===== src/rtl/amaf_pkg.sv =====
package amaf_pkg;

   localparam int EXACT_DEPTH_DEF = 64;
   localparam int RULE_DEPTH_DEF  = 16;
   localparam int QUEUE_DEPTH     = 2;
   localparam int ADDR_W          = 32;
   localparam int COUNT_W         = 7;

   typedef enum logic [1:0] {
      KIND_CHECK     = 2'd0,
      KIND_ADD_EXACT = 2'd1,
      KIND_ADD_RULE  = 2'd2,
      KIND_CLEAR     = 2'd3
   } kind_type;

   typedef enum logic [1:0] {
      STATUS_DONE   = 2'd0,
      STATUS_LOCKED = 2'd1,
      STATUS_FULL   = 2'd2
   } status_type;

   // what the back end has to do with a queued beat
   typedef enum logic [3:0] {
      ACT_PASS,
      ACT_LOOKUP,
      ACT_ADD_EXACT,
      ACT_ADD_RULE,
      ACT_CLEAR,
      ACT_LOCKED_EXACT,
      ACT_LOCKED_RULE,
      ACT_LOCKED_CLEAR,
      ACT_SKIP_EXACT,
      ACT_SKIP_RULE
   } action_type;

   typedef enum logic [1:0] {
      BK_IDLE,
      BK_SCAN_EXACT,
      BK_SCAN_RULE,
      BK_REPLY
   } state_type;

   typedef struct packed {
      action_type          act;
      logic [ADDR_W-1:0]   key;
      logic [ADDR_W-1:0]   msk;
   } item_type;

endpackage


===== src/rtl/amaf_front.sv =====
module amaf_front (
   input  logic                              clock,
   input  logic                              reset,
   input  logic                              req_push,
   output logic                              req_full,
   input  logic [1:0]                        req_kind,
   input  logic [63:0]                       req_peer_ipport,
   input  logic [7:0]                        req_operation_class,
   input  logic [amaf_pkg::ADDR_W-1:0]       req_entry_address,
   input  logic [amaf_pkg::ADDR_W-1:0]       req_entry_mask,
   input  logic [7:0]                        enabled_operation_mask,
   output logic                              item_valid,
   input  logic                              item_pop,
   output amaf_pkg::item_type                item
);

   localparam int QW = (amaf_pkg::QUEUE_DEPTH > 1) ? $clog2(amaf_pkg::QUEUE_DEPTH) : 1;
   localparam int CW = $clog2(amaf_pkg::QUEUE_DEPTH + 1);

   amaf_pkg::item_type q_ff [amaf_pkg::QUEUE_DEPTH];
   logic [QW-1:0]      wptr_ff, wptr_in;
   logic [QW-1:0]      rptr_ff, rptr_in;
   logic [CW-1:0]      cnt_ff, cnt_in;
   amaf_pkg::item_type cls_item;
   logic               locked;
   logic               push_ok;
   logic               pop_ok;

   // classify the beat on entry
   always_comb begin
      locked       = enabled_operation_mask != 8'd0;
      cls_item.key = req_entry_address;
      cls_item.msk = req_entry_mask;
      case (amaf_pkg::kind_type'(req_kind))
         amaf_pkg::KIND_CHECK: begin
            cls_item.key = req_peer_ipport[amaf_pkg::ADDR_W-1:0];
            if (((enabled_operation_mask & req_operation_class) != 8'd0) &&
                (req_peer_ipport[amaf_pkg::ADDR_W-1:0] != '0)) begin
               cls_item.act = amaf_pkg::ACT_LOOKUP;
            end else begin
               cls_item.act = amaf_pkg::ACT_PASS;
            end
         end
         amaf_pkg::KIND_ADD_EXACT: begin
            if (locked) begin
               cls_item.act = amaf_pkg::ACT_LOCKED_EXACT;
            end else if (req_entry_address == '0) begin
               cls_item.act = amaf_pkg::ACT_SKIP_EXACT;
            end else begin
               cls_item.act = amaf_pkg::ACT_ADD_EXACT;
            end
         end
         amaf_pkg::KIND_ADD_RULE: begin
            cls_item.key = req_entry_address & req_entry_mask;
            if (locked) begin
               cls_item.act = amaf_pkg::ACT_LOCKED_RULE;
            end else if ((req_entry_address == '0) || (req_entry_mask == '0)) begin
               cls_item.act = amaf_pkg::ACT_SKIP_RULE;
            end else begin
               cls_item.act = amaf_pkg::ACT_ADD_RULE;
            end
         end
         default: begin
            cls_item.act = locked ? amaf_pkg::ACT_LOCKED_CLEAR : amaf_pkg::ACT_CLEAR;
         end
      endcase
   end

   assign req_full   = cnt_ff == CW'(amaf_pkg::QUEUE_DEPTH);
   assign item_valid = cnt_ff != '0;
   assign item       = q_ff[rptr_ff];
   assign push_ok    = req_push && !req_full;
   assign pop_ok     = item_pop && item_valid;

   always_comb begin
      wptr_in = push_ok ? wptr_ff + QW'(1) : wptr_ff;
      rptr_in = pop_ok ? rptr_ff + QW'(1) : rptr_ff;
      cnt_in  = cnt_ff + CW'(push_ok) - CW'(pop_ok);
   end

   always_ff @(posedge clock) begin
      if (reset) begin
         wptr_ff <= '0;
         rptr_ff <= '0;
         cnt_ff  <= '0;
      end else begin
         wptr_ff <= wptr_in;
         rptr_ff <= rptr_in;
         cnt_ff  <= cnt_in;
      end
   end

   always_ff @(posedge clock) begin
      if (push_ok) begin
         q_ff[wptr_ff] <= cls_item;
      end
   end

endmodule


===== src/rtl/amaf_back.sv =====
module amaf_back #(
   parameter int EXACT_DEPTH = amaf_pkg::EXACT_DEPTH_DEF,
   parameter int RULE_DEPTH  = amaf_pkg::RULE_DEPTH_DEF
) (
   input  logic                               clock,
   input  logic                               reset,
   input  logic                               item_valid,
   output logic                               item_pop,
   input  amaf_pkg::item_type                 item,
   input  logic                               rsp_pop,
   output logic                               rsp_empty,
   output logic                               rsp_denied,
   output logic [1:0]                         rsp_status,
   output logic [amaf_pkg::COUNT_W-1:0]       rsp_entry_count
);

   localparam int EW = $clog2(EXACT_DEPTH + 1);
   localparam int RW = $clog2(RULE_DEPTH + 1);
   localparam int EA = (EXACT_DEPTH > 1) ? $clog2(EXACT_DEPTH) : 1;
   localparam int RA = (RULE_DEPTH > 1) ? $clog2(RULE_DEPTH) : 1;
   localparam int AW = amaf_pkg::ADDR_W;

   logic [AW-1:0]   exact_mem [EXACT_DEPTH];
   logic [2*AW-1:0] rule_mem  [RULE_DEPTH];

   amaf_pkg::state_type  state_ff, state_in;
   amaf_pkg::action_type act_ff, act_in;
   logic [AW-1:0]        key_ff, key_in;
   logic [AW-1:0]        msk_ff, msk_in;
   logic                 hit_ff, hit_in;
   logic [EW-1:0]        ex_used_ff, ex_used_in;
   logic [RW-1:0]        ru_used_ff, ru_used_in;
   logic [EW-1:0]        ex_idx_ff, ex_idx_in;
   logic [RW-1:0]        ru_idx_ff, ru_idx_in;
   logic                 ex_pend_ff, ex_pend_in;
   logic                 ru_pend_ff, ru_pend_in;
   logic [AW-1:0]        ex_rdata_ff;
   logic [2*AW-1:0]      ru_rdata_ff;
   logic                 rsp_vld_ff, rsp_vld_in;
   logic                 rsp_denied_ff, rsp_denied_in;
   amaf_pkg::status_type rsp_status_ff, rsp_status_in;
   logic [amaf_pkg::COUNT_W-1:0] rsp_count_ff, rsp_count_in;

   logic          ex_hit, ru_hit, ex_scan_end, ru_scan_end;
   logic          ex_full, ru_full, out_free;
   logic          ex_we, ru_we;
   logic [31:0]   ex_cnt, ru_cnt;

   always_comb begin
      ex_hit      = ex_pend_ff && (ex_rdata_ff == key_ff);
      ru_hit      = ru_pend_ff && ((key_ff & ru_rdata_ff[2*AW-1:AW]) == ru_rdata_ff[AW-1:0]);
      ex_scan_end = !ex_pend_ff && (ex_idx_ff == ex_used_ff);
      ru_scan_end = !ru_pend_ff && (ru_idx_ff == ru_used_ff);
      ex_full     = ex_used_ff == EW'(EXACT_DEPTH);
      ru_full     = ru_used_ff == RW'(RULE_DEPTH);
      out_free    = !rsp_vld_ff || rsp_pop;
      ex_cnt      = 32'(ex_used_ff);
      ru_cnt      = 32'(ru_used_ff);
   end

   // next state
   always_comb begin
      state_in = state_ff;
      case (state_ff)
         amaf_pkg::BK_IDLE: begin
            if (item_valid) begin
               if ((item.act == amaf_pkg::ACT_LOOKUP) ||
                   (item.act == amaf_pkg::ACT_ADD_EXACT)) begin
                  state_in = amaf_pkg::BK_SCAN_EXACT;
               end else begin
                  state_in = amaf_pkg::BK_REPLY;
               end
            end
         end
         amaf_pkg::BK_SCAN_EXACT: begin
            if (ex_hit) begin
               state_in = amaf_pkg::BK_REPLY;
            end else if (ex_scan_end) begin
               state_in = (act_ff == amaf_pkg::ACT_LOOKUP) ? amaf_pkg::BK_SCAN_RULE
                                                           : amaf_pkg::BK_REPLY;
            end
         end
         amaf_pkg::BK_SCAN_RULE: begin
            if (ru_hit || ru_scan_end) begin
               state_in = amaf_pkg::BK_REPLY;
            end
         end
         amaf_pkg::BK_REPLY: begin
            if (out_free) begin
               state_in = amaf_pkg::BK_IDLE;
            end
         end
         default: begin
            state_in = amaf_pkg::BK_IDLE;
         end
      endcase
   end

   // datapath and outputs
   always_comb begin
      item_pop      = 1'b0;
      act_in        = act_ff;
      key_in        = key_ff;
      msk_in        = msk_ff;
      hit_in        = hit_ff;
      ex_used_in    = ex_used_ff;
      ru_used_in    = ru_used_ff;
      ex_idx_in     = ex_idx_ff;
      ru_idx_in     = ru_idx_ff;
      ex_pend_in    = 1'b0;
      ru_pend_in    = 1'b0;
      ex_we         = 1'b0;
      ru_we         = 1'b0;
      rsp_vld_in    = rsp_vld_ff && !rsp_pop;
      rsp_denied_in = rsp_denied_ff;
      rsp_status_in = rsp_status_ff;
      rsp_count_in  = rsp_count_ff;
      case (state_ff)
         amaf_pkg::BK_IDLE: begin
            item_pop = item_valid;
            if (item_valid) begin
               act_in    = item.act;
               key_in    = item.key;
               msk_in    = item.msk;
               hit_in    = 1'b0;
               ex_idx_in = '0;
               ru_idx_in = '0;
            end
         end
         amaf_pkg::BK_SCAN_EXACT: begin
            if (ex_hit) begin
               hit_in = 1'b1;
            end else if (ex_idx_ff != ex_used_ff) begin
               ex_pend_in = 1'b1;
               ex_idx_in  = ex_idx_ff + EW'(1);
            end
         end
         amaf_pkg::BK_SCAN_RULE: begin
            if (ru_hit) begin
               hit_in = 1'b1;
            end else if (ru_idx_ff != ru_used_ff) begin
               ru_pend_in = 1'b1;
               ru_idx_in  = ru_idx_ff + RW'(1);
            end
         end
         amaf_pkg::BK_REPLY: begin
            if (out_free) begin
               rsp_vld_in    = 1'b1;
               rsp_denied_in = 1'b0;
               rsp_status_in = amaf_pkg::STATUS_DONE;
               rsp_count_in  = '0;
               case (act_ff)
                  amaf_pkg::ACT_LOOKUP: begin
                     rsp_denied_in = hit_ff;
                  end
                  amaf_pkg::ACT_ADD_EXACT: begin
                     rsp_count_in = ex_cnt[amaf_pkg::COUNT_W-1:0];
                     if (!hit_ff) begin
                        if (ex_full) begin
                           rsp_status_in = amaf_pkg::STATUS_FULL;
                        end else begin
                           ex_we        = 1'b1;
                           ex_used_in   = ex_used_ff + EW'(1);
                           rsp_count_in = (ex_cnt[amaf_pkg::COUNT_W-1:0] +
                                           amaf_pkg::COUNT_W'(1));
                        end
                     end
                  end
                  amaf_pkg::ACT_ADD_RULE: begin
                     rsp_count_in = ru_cnt[amaf_pkg::COUNT_W-1:0];
                     if (ru_full) begin
                        rsp_status_in = amaf_pkg::STATUS_FULL;
                     end else begin
                        ru_we        = 1'b1;
                        ru_used_in   = ru_used_ff + RW'(1);
                        rsp_count_in = (ru_cnt[amaf_pkg::COUNT_W-1:0] +
                                        amaf_pkg::COUNT_W'(1));
                     end
                  end
                  amaf_pkg::ACT_CLEAR: begin
                     ex_used_in = '0;
                     ru_used_in = '0;
                  end
                  amaf_pkg::ACT_LOCKED_EXACT: begin
                     rsp_status_in = amaf_pkg::STATUS_LOCKED;
                     rsp_count_in  = ex_cnt[amaf_pkg::COUNT_W-1:0];
                  end
                  amaf_pkg::ACT_LOCKED_RULE: begin
                     rsp_status_in = amaf_pkg::STATUS_LOCKED;
                     rsp_count_in  = ru_cnt[amaf_pkg::COUNT_W-1:0];
                  end
                  amaf_pkg::ACT_LOCKED_CLEAR: begin
                     rsp_status_in = amaf_pkg::STATUS_LOCKED;
                  end
                  amaf_pkg::ACT_SKIP_EXACT: begin
                     rsp_count_in = ex_cnt[amaf_pkg::COUNT_W-1:0];
                  end
                  amaf_pkg::ACT_SKIP_RULE: begin
                     rsp_count_in = ru_cnt[amaf_pkg::COUNT_W-1:0];
                  end
                  default: begin
                     rsp_denied_in = 1'b0;
                  end
               endcase
            end
         end
         default: begin
            item_pop = 1'b0;
         end
      endcase
   end

   always_ff @(posedge clock) begin
      if (reset) begin
         state_ff   <= amaf_pkg::BK_IDLE;
         ex_used_ff <= '0;
         ru_used_ff <= '0;
         ex_pend_ff <= 1'b0;
         ru_pend_ff <= 1'b0;
         rsp_vld_ff <= 1'b0;
      end else begin
         state_ff   <= state_in;
         ex_used_ff <= ex_used_in;
         ru_used_ff <= ru_used_in;
         ex_pend_ff <= ex_pend_in;
         ru_pend_ff <= ru_pend_in;
         rsp_vld_ff <= rsp_vld_in;
      end
   end

   always_ff @(posedge clock) begin
      act_ff        <= act_in;
      key_ff        <= key_in;
      msk_ff        <= msk_in;
      hit_ff        <= hit_in;
      ex_idx_ff     <= ex_idx_in;
      ru_idx_ff     <= ru_idx_in;
      rsp_denied_ff <= rsp_denied_in;
      rsp_status_ff <= rsp_status_in;
      rsp_count_ff  <= rsp_count_in;
   end

   // exact address table: one write, one registered read per cycle
   always_ff @(posedge clock) begin
      if (ex_we) begin
         exact_mem[ex_used_ff[EA-1:0]] <= key_ff;
      end
      ex_rdata_ff <= exact_mem[ex_idx_ff[EA-1:0]];
   end

   // rule table holds {mask, masked base}
   always_ff @(posedge clock) begin
      if (ru_we) begin
         rule_mem[ru_used_ff[RA-1:0]] <= {msk_ff, key_ff};
      end
      ru_rdata_ff <= rule_mem[ru_idx_ff[RA-1:0]];
   end

   assign rsp_empty       = !rsp_vld_ff;
   assign rsp_denied      = rsp_denied_ff;
   assign rsp_status      = rsp_status_ff;
   assign rsp_entry_count = rsp_count_ff;

endmodule


===== src/rtl/address_mask_access_filter_unit.sv =====
// IPv4 access filter. Requests enter through a queue-style port (push/full) and
// results leave through one (empty/pop), one result per request, in order.
// A request either checks a peer address (low 32 bits of req_peer_ipport)
// against an exact-address set and a list of address/mask rules, adds an exact
// address, adds a rule, or clears both tables. Checks only deny when
// req_operation_class shares a bit with the enable mask written through
// csr_we/csr_wdata; while that mask is nonzero, inserts and clears are refused
// with status 1. Write the mask only while no request is in flight.
// Timing: the front end classifies each beat into a two-entry queue, so the
// port keeps taking requests while the back end works, until the queue fills.
// The back end handles one request at a time and scans the tables one entry
// per cycle through a registered memory read: a check scans the exact entries
// and then the rules, an exact insert scans the exact entries, and rule
// inserts, clears and unchecked requests go straight to the result register.
// A hit ends a scan early, and a result left waiting holds the back end
// until it is popped. No clearing pass is needed after reset; the tables
// start empty.
module address_mask_access_filter_unit #(
   parameter int EXACT_DEPTH = amaf_pkg::EXACT_DEPTH_DEF,
   parameter int RULE_DEPTH  = amaf_pkg::RULE_DEPTH_DEF
) (
   input  logic                              clock,
   input  logic                              reset,
   // request channel
   input  logic                              req_push,
   output logic                              req_full,
   input  logic [1:0]                        req_kind,
   input  logic [63:0]                       req_peer_ipport,
   input  logic [7:0]                        req_operation_class,
   input  logic [amaf_pkg::ADDR_W-1:0]       req_entry_address,
   input  logic [amaf_pkg::ADDR_W-1:0]       req_entry_mask,
   // response channel
   output logic                              rsp_empty,
   input  logic                              rsp_pop,
   output logic                              rsp_denied,
   output logic [1:0]                        rsp_status,
   output logic [amaf_pkg::COUNT_W-1:0]      rsp_entry_count,
   // enable mask register
   input  logic                              csr_we,
   input  logic [7:0]                        csr_wdata
);

   logic [7:0]         enabled_operation_mask_ff, enabled_operation_mask_in;
   logic               item_valid;
   logic               item_pop;
   amaf_pkg::item_type item;

   // hold the mask until the next write
   assign enabled_operation_mask_in = csr_we ? csr_wdata : enabled_operation_mask_ff;

   always_ff @(posedge clock) begin
      if (reset) begin
         enabled_operation_mask_ff <= 8'd0;
      end else begin
         enabled_operation_mask_ff <= enabled_operation_mask_in;
      end
   end

   // front end: classify each accepted beat and queue it
   amaf_front u_front (
      .clock                  (clock),
      .reset                  (reset),
      .req_push               (req_push),
      .req_full               (req_full),
      .req_kind               (req_kind),
      .req_peer_ipport        (req_peer_ipport),
      .req_operation_class    (req_operation_class),
      .req_entry_address      (req_entry_address),
      .req_entry_mask         (req_entry_mask),
      .enabled_operation_mask (enabled_operation_mask_ff),
      .item_valid             (item_valid),
      .item_pop               (item_pop),
      .item                   (item)
   );

   // back end: table scans, updates and the response register
   amaf_back #(
      .EXACT_DEPTH (EXACT_DEPTH),
      .RULE_DEPTH  (RULE_DEPTH)
   ) u_back (
      .clock           (clock),
      .reset           (reset),
      .item_valid      (item_valid),
      .item_pop        (item_pop),
      .item            (item),
      .rsp_pop         (rsp_pop),
      .rsp_empty       (rsp_empty),
      .rsp_denied      (rsp_denied),
      .rsp_status      (rsp_status),
      .rsp_entry_count (rsp_entry_count)
   );

endmodule

===== config.mk =====
export PLATFORM = sky130hd
export DESIGN_NAME = address_mask_access_filter_unit
export DESIGN_NICKNAME = d
export VERILOG_FILES = /design/src/rtl/amaf_pkg.sv /design/src/rtl/amaf_front.sv /design/src/rtl/amaf_back.sv /design/src/rtl/address_mask_access_filter_unit.sv
export SDC_FILE = /design/constraint.sdc
export NUM_CORES = 2
export LEC_CHECK = 0
export BUFFER_PORTS_ARGS = -buffer_cell sky130_fd_sc_hd__buf_4
export CORE_MARGIN = 5
export CORE_UTILIZATION = 55
export CTS_CLUSTER_SIZE = 12
export DETAILED_ROUTE_END_ITERATION = 8
export PLACE_DENSITY = 0.75
export SYNTH_ARGS = -nofsm -noshare
export SYNTH_HDL_FRONTEND = slang
export SYNTH_SLANG_ARGS = --single-unit

===== constraint.sdc =====
create_clock -name clock -period 5.1 [get_ports clock]
set_clock_uncertainty 0.15 [all_clocks]
set_input_delay 0.765 -clock clock [delete_from_list [all_inputs] [get_ports clock]]
set_output_delay 0.765 -clock clock [all_outputs]
set_load 0.005 [all_outputs]

### Word level (Yosys, flattened, before mapping)

Memories as Yosys holds them, arrays and structs flattened. A register that Yosys moved wholly into a read port is not among the register bits.
Index checks and enable logic that the tools add are counted.

| cells by class | value |
|---|---|
| mux-type cells | 61 |
| eq/ne operators | 36 |
| add/subtract/negate cells | 9 |
| bitwise operators | 5 |
| reductions and logical operators | 43 |

Operators by type and width:

| operator | number |
|---|---|
| 32-bit bitwise AND | 2 |
| 32-bit equality test | 2 |
| 32-bit logical NOT | 2 |
| 32-bit case mux with 2 select lines | 1 |
| 7-bit 2-to-1 mux | 6 |
| 32-bit nonzero test | 1 |
| 7-bit case mux with 2 select lines | 2 |
| 7-bit case mux with 4 select lines | 1 |
| 1-bit 2-to-1 mux | 27 |
| 2-bit 2-to-1 mux | 10 |
| 5-bit 2-to-1 mux | 4 |
| 5-bit case mux with 2 select lines | 2 |
| 4-bit AND reduction | 5 |
| 4-bit by 3-bit equality test with 1-bit output (second input constant) | 4 |
| 4-bit 2-to-1 mux | 4 |
| 8-bit nonzero test | 2 |
| 7-bit by 1-bit adder with 7-bit output (second input constant) | 2 |
| 2-bit by 1-bit != test with 1-bit output (second input constant) | 7 |
| 4-bit by 2-bit equality test with 1-bit output (second input constant) | 3 |
| 4-bit case mux with 3 select lines | 1 |
| 5-bit by 1-bit adder with 5-bit output (second input constant) | 2 |
| 2-bit nonzero test | 5 |
| 3-bit OR reduction | 3 |
| 8-bit bitwise AND | 1 |
| 28 further kinds | 55 |

| storage, ports and cells | value |
|---|---|
| flip-flop bits (word level) | 120 |
| bits of input ports | 151 |
| word-level logic and storage cells | 176 |
| output and inout port bits | 12 |
| memories | 3 |
| RAM bits | 3208 |

Memories:

| name | depth | width | rd ports | clocked after Yosys merged registers in | wr ports | line | source |
|---|---|---|---|---|---|---|---|
| u_back.exact_mem | 64 | 32 | 1 | 1 | 1 | amaf_back.sv:23 | `logic [AW-1:0] exact_mem [EXACT_DEPTH];` |
| u_back.rule_mem | 16 | 64 | 1 | 1 | 1 | amaf_back.sv:24 | `logic [2*AW-1:0] rule_mem [RULE_DEPTH];` |
| u_front.q_ff | 2 | 68 | 1 | 1 | 1 | amaf_front.sv:20 | `amaf_pkg::item_type q_ff [amaf_pkg::QUEUE_DEPTH];` |

### Logic depth before layout (Yosys ltp)

| logic depth | value |
|---|---|
| depth after elaboration | 8 |
| mapped depth | 10 |
| mapped depth without buffers | 9 |

### Hierarchy

Synthesis repeated with hierarchy kept, for this count alone.

| unflattened totals | value |
|---|---|
| cell total of the unflattened synthesis | 5359 |
| area total of the unflattened synthesis | 129589.3 µm² |

Modules (own cells, without submodules):

| module | seq. area each (µm²) | times used | cells an instance | area each (µm²) |
|---|---|---|---|---|
| amaf_back | 97243.3 | 1 | 4970 | 123270.7 |
| amaf_front | 4184.0 | 1 | 363 | 6033.3 |
| address_mask_access_filter_unit | 160.2 | 1 | 26 | 285.3 |

### Least setup slack after synthesis

Ideal clock, no wire load.

| timing path | value |
|---|---|
| path kind | input port to flip-flop |
| from | input port rsp_pop |
| to | memory u_back.rule_mem[15][0] (netlist name) (enable) |
| setup time | 0.488 ns |
| slack | 0.351 ns |
| data required time | 4.462 ns |
| buffers on the path | 0 |
| data arrival time | 4.111 ns |
| stages | 5 |
| cell sequence | nand2b_1 > nand2_1 > inv_1 > nand2_1 > nor2_1 |

| on the way | value |
|---|---|
| longest elaborated chain between the ends | 5 |

RTL lines:

| item | line | source |
|---|---|---|
| from (decl) | address_mask_access_filter_unit.sv:34 | `input logic rsp_pop,` |
| 1-bit logical OR | amaf_back.sv:56 | `out_free = !rsp_vld_ff \|\| rsp_pop;` |
| 1-bit 2-to-1 mux | amaf_back.sv:147 | `if (out_free) begin` |
| 1-bit 2-to-1 mux | amaf_back.sv:118 | `case (state_ff)` |
| 1-bit 2-to-1 mux | amaf_back.sv:253 | `if (ru_we) begin` |
| 1-bit 2-to-1 mux (implied by the code) | amaf_back.sv:254 | `rule_mem[ru_used_ff[RA-1:0]] <= {msk_ff, key_ff};` |
| to (decl) | amaf_back.sv:24 |  |

Every way passes these cells.

### Worst setup path in the final report

| timing path | value |
|---|---|
| from | register u_back.key_ff[31] |
| to | register u_back.state_ff[1] |

| on the way | value |
|---|---|
| longest elaborated chain between the ends | 6 |
| elaborated cells on any way between the ends | 11 |
| those cells by class | eq/ne (4); mux (2); bitwise (1); reduce/logical (4) |

RTL lines:

| item | line | source |
|---|---|---|
| from (decl) | amaf_back.sv:28 | `logic [AW-1:0] key_ff, key_in;` |
| from (signal assigned) | amaf_back.sv:233 | `key_ff <= key_in;` |
| 32-bit bitwise AND | amaf_back.sv:51 | `ru_hit = ru_pend_ff && ((key_ff & ru_rdata_ff[2*AW-1:AW]) == ru_rdata_ff[AW-1:0]);` |
| 32-bit equality test | amaf_back.sv:51 |  |
| 1-bit logical AND | amaf_back.sv:51 |  |
| 1-bit logical OR | amaf_back.sv:84 | `if (ru_hit \|\| ru_scan_end) begin` |
| 2-bit by 1-bit != test with 1-bit output (no source line) | -- |  |
| 4-bit AND reduction (no source line) | -- |  |
| to (signal assigned) | amaf_back.sv:215 | `state_ff <= amaf_pkg::BK_IDLE;` |
| to (signal assigned) | amaf_back.sv:222 | `state_ff <= state_in;` |
| to (decl) | amaf_back.sv:26 | `amaf_pkg::state_type state_ff, state_in;` |

Parallel ways exist; a longest one is shown, timed or not.
A chain may end at the register's enable or synchronous reset.

==> results.yml <==
drt:
  postRouteAntennaNets: 0
  drtIter0Drc: 8986
  drc: 0
  drt_first_pass_iters: 6
  vias: 61548
  via_per_inst: 6.62
  wl_per_cell_um: 34.5
  wl_um: 321000
synthesis:
  synth-seq-cells: 3425
  synth_mux_area_share_pct: 17.9
  synthXorXnorAreaFrac_pct: 0.622
  synthAdderAreaFrac_pct: 0.145
  async_flop_share_pct: 0
  ys.flop_type: "edfxtp_1"
  synthSimpleGateAreaFrac_pct: 1.48
  netlist_area_mm2: 0.130
  synth-seq-area-share_pct: 78.4
  netlist_instances: 5394
  yosys-top-cells-area: "edfxtp_1, mux4_2, dfxtp_1"
  yosysTopAreaCell: "edfxtp_1"
  synth_compound_area_share_pct: 0.558
  synthDistinctLibCells: 53
  synth_edf_count: 3299
  syn_avg_cell_area_um2: 24.0
  synth_fp_nets: 5560
  yosys_warnings: 0
  synth_top_family_by_area: "multiplexers"
  synth_top_area_share_pct: 76.4
global_routing:
  grt_max_degree: 94
  antenna_found_initial: 16
  grt_pass1_wl_um: 458000
  grt_pass1_vias: 63127
  grt_remaining_overflow: 0
  grtUsageTotal_pct: 26.3
setup_path:
  regToRegEndpoint: "u_back.state_ff[1]$_SDFFE_PP0P_"
  crit_slowest_cell: "edfxtp_1"
  critPathMaxFanout: 19
  reg2reg_from: "u_back.key_ff[31]$_DFFE_PP_"
  crit_path_start_kind: "flop"
  worst_path_largest_cell_delay_ns: 1.27
  arrival_ns: 5.02
  worstPathCellList: "nand2_1 > xnor2_1 > nor4_1 > nand4_1 > o41a_1 > a221oi_1 > mux2_2"
  crit_path_end_kind: "flop"
  reg2reg_setup_slack_ns: 0.76
  crit_required_ns: 5.77
  path_class: "reg2reg"
  worst-r2r-cell-count: 7
  cp-startpoint: "u_back.key_ff[31]$_DFFE_PP_"
  crit_end: "u_back.state_ff[1]$_SDFFE_PP0P_"
final_layout:
  final_cells: 9301
  final_area_mm2: 0.147
  fin_util_pct: 62.7
  syn_to_final_growth_pct: 13.6
  n_fill_cell: 14734
  layout.nets: 6075
  mostFrequentLayoutCells: "edfxtp_1, mux4_2, clkbuf_16"
  layout_commonest_cell: "edfxtp_1"
  drive_gt1_share_pct: 31.0
clock_tree:
  cts_root_buf: "clkbuf_16"
  clockBufferDepth: 4
  cts_resized: 0
  clock-sinks: 3425
  clkTransAtPathRegs_ns: 0.06
  cts_hold_buf: 70
  numCtsBuffers: 353
  htreeDepth: 5
  post_cts_buffers: 0
  cts_tree: "done"
  clk_latency_ns: 0.94
min_path:
  hold_start: "csr_we"
  hp-class: "in2reg"
sta:
  worst_pin_slew_ns: 1.38
  final.setup.tns_ns: 0
  whs_ns: 0.0657
  rsz0062_at_grt: "false"
  drv_slew: 0
  relSlewSlack_pct: 7.79
  hold_viol: 0
  setup_violations: 0
  finalCritPeriodShare_pct: 85.2
  layout_min_cycle_time_ns: 4.34
  max_freq_ghz: 0.230
floorplanning:
  rows: 178
  die_width_um: 495
  die-area_mm2: 0.245
  start_util_pct: 55.2
  core_mm2: 0.235
  ios: 163
  dieHeight_um: 495
power:
  p_per_area_mw_per_mm2: 547
  peakVddDrop_uv: 538
  p_leak_nw: 45.8
place:
  dp_cells: 8634
  place_area_mm2: 0.136
  gp_congestion: 0.929
  portBuffers: 130
  dp_hpwl_um: 170000
outcome:
  status: "complete, no violations"
run:
  max_cap_viol_count: 0
## critical path, delay by kind of cell (launching register included)
kind / cells / cell delay [ns]
compound gates: 2 / 1.05
xor+xnor: 1 / 0.19
flops: 1 / 1.27
simple gates: 3 / 1.16
mux: 1 / 0.39
## flip-flops by register name (all words and copies together), names as in the netlist, 2 cells and up, named ones only
name	cells
u_back.exact_mem	2048
u_front.q_ff	136
u_back.ex_used_ff	7
u_back.ex_idx_ff	7
u_back.rsp_entry_count	7
u_back.rule_mem	1024
u_back.rsp_status	2
u_back.act_ff	4
u_back.ru_idx_ff	5
u_back.ex_rdata_ff	32
u_back.ru_rdata_ff	64
u_front.cnt_ff	2
u_back.state_ff	2
u_back.msk_ff	32
u_back.ru_used_ff	5
u_back.key_ff	32
enabled_operation_mask_ff	8
## worst min path at each step
stage	cells past startpoint	endpoint	slack, ns
after floorplan	2	flop	0.33
after global placement	2	flop	0.35
after detailed placement	2	flop	0.35
after CTS	2	u_front.q_ff[0][39]$_DFFE_PP_	0.001
after global routing	2	u_front.q_ff[1][46]$_DFFE_PP_	0.02
final	3	enabled_operation_mask_ff[5]$_SDFFE_PP0P_	0.07
## layer usage
layer / vias up / track usage, % / part of all wire, %
met5: - / 0 / 0
met4: 0 / 10.5 / 4.6
met3: 706 / 5.91 / 11
met2: 4308 / 42.4 / 49
met1: 32468 / 35.6 / 35
li1: 24066 / - / -
## synthesized netlist by cell type, drive strengths merged, types with 17 or more instances
master and count:
xnor2 43, o21ai 22, edfxtp 3299, and2 17, buf 105, nand3 24, mux4 992, xor2 49
nor4 41, a22o 32, clkbuf 160, mux2 69, dfxtp 126, nor2 128, nand2 124
## power breakdown
part	total [mW]	switching [mW]	internal (mW)
clock	23.3	10.0	13.3
sequential	35.8	1.23	34.6
combinational	21.4	12.2	9.18
## area by class of cell
type	count	area, um2	area share, %
tap	3150	3940	2.68
sequential	3425	102000	69.0
multi-input combinational	1690	27400	18.6
clock inverter	50	368	0.250
clock buffer	534	9770	6.64
inverter	14	52.6	0.0357
timing repair buffer	425	4050	2.75
antenna	13	32.5	0.0221
## through the flow
stage / setup slack, ns / total power [mW]
global route: 0.669 / 83.1
global placement: 0.950 / 57.0
detailed placement: 0.860 / 57.4
floorplan: 0.351 / 49.6
finish: 0.755 / 80.5
CTS: 0.819 / 80.7
## cells by family after synthesis
family,count (synthesis)
mux,1071
compound gates,102
xor+xnor,92
buf+inv,279
simple gates,410
flops,3425
fa+ha+maj,15
(Power assumes the default switching activity.)
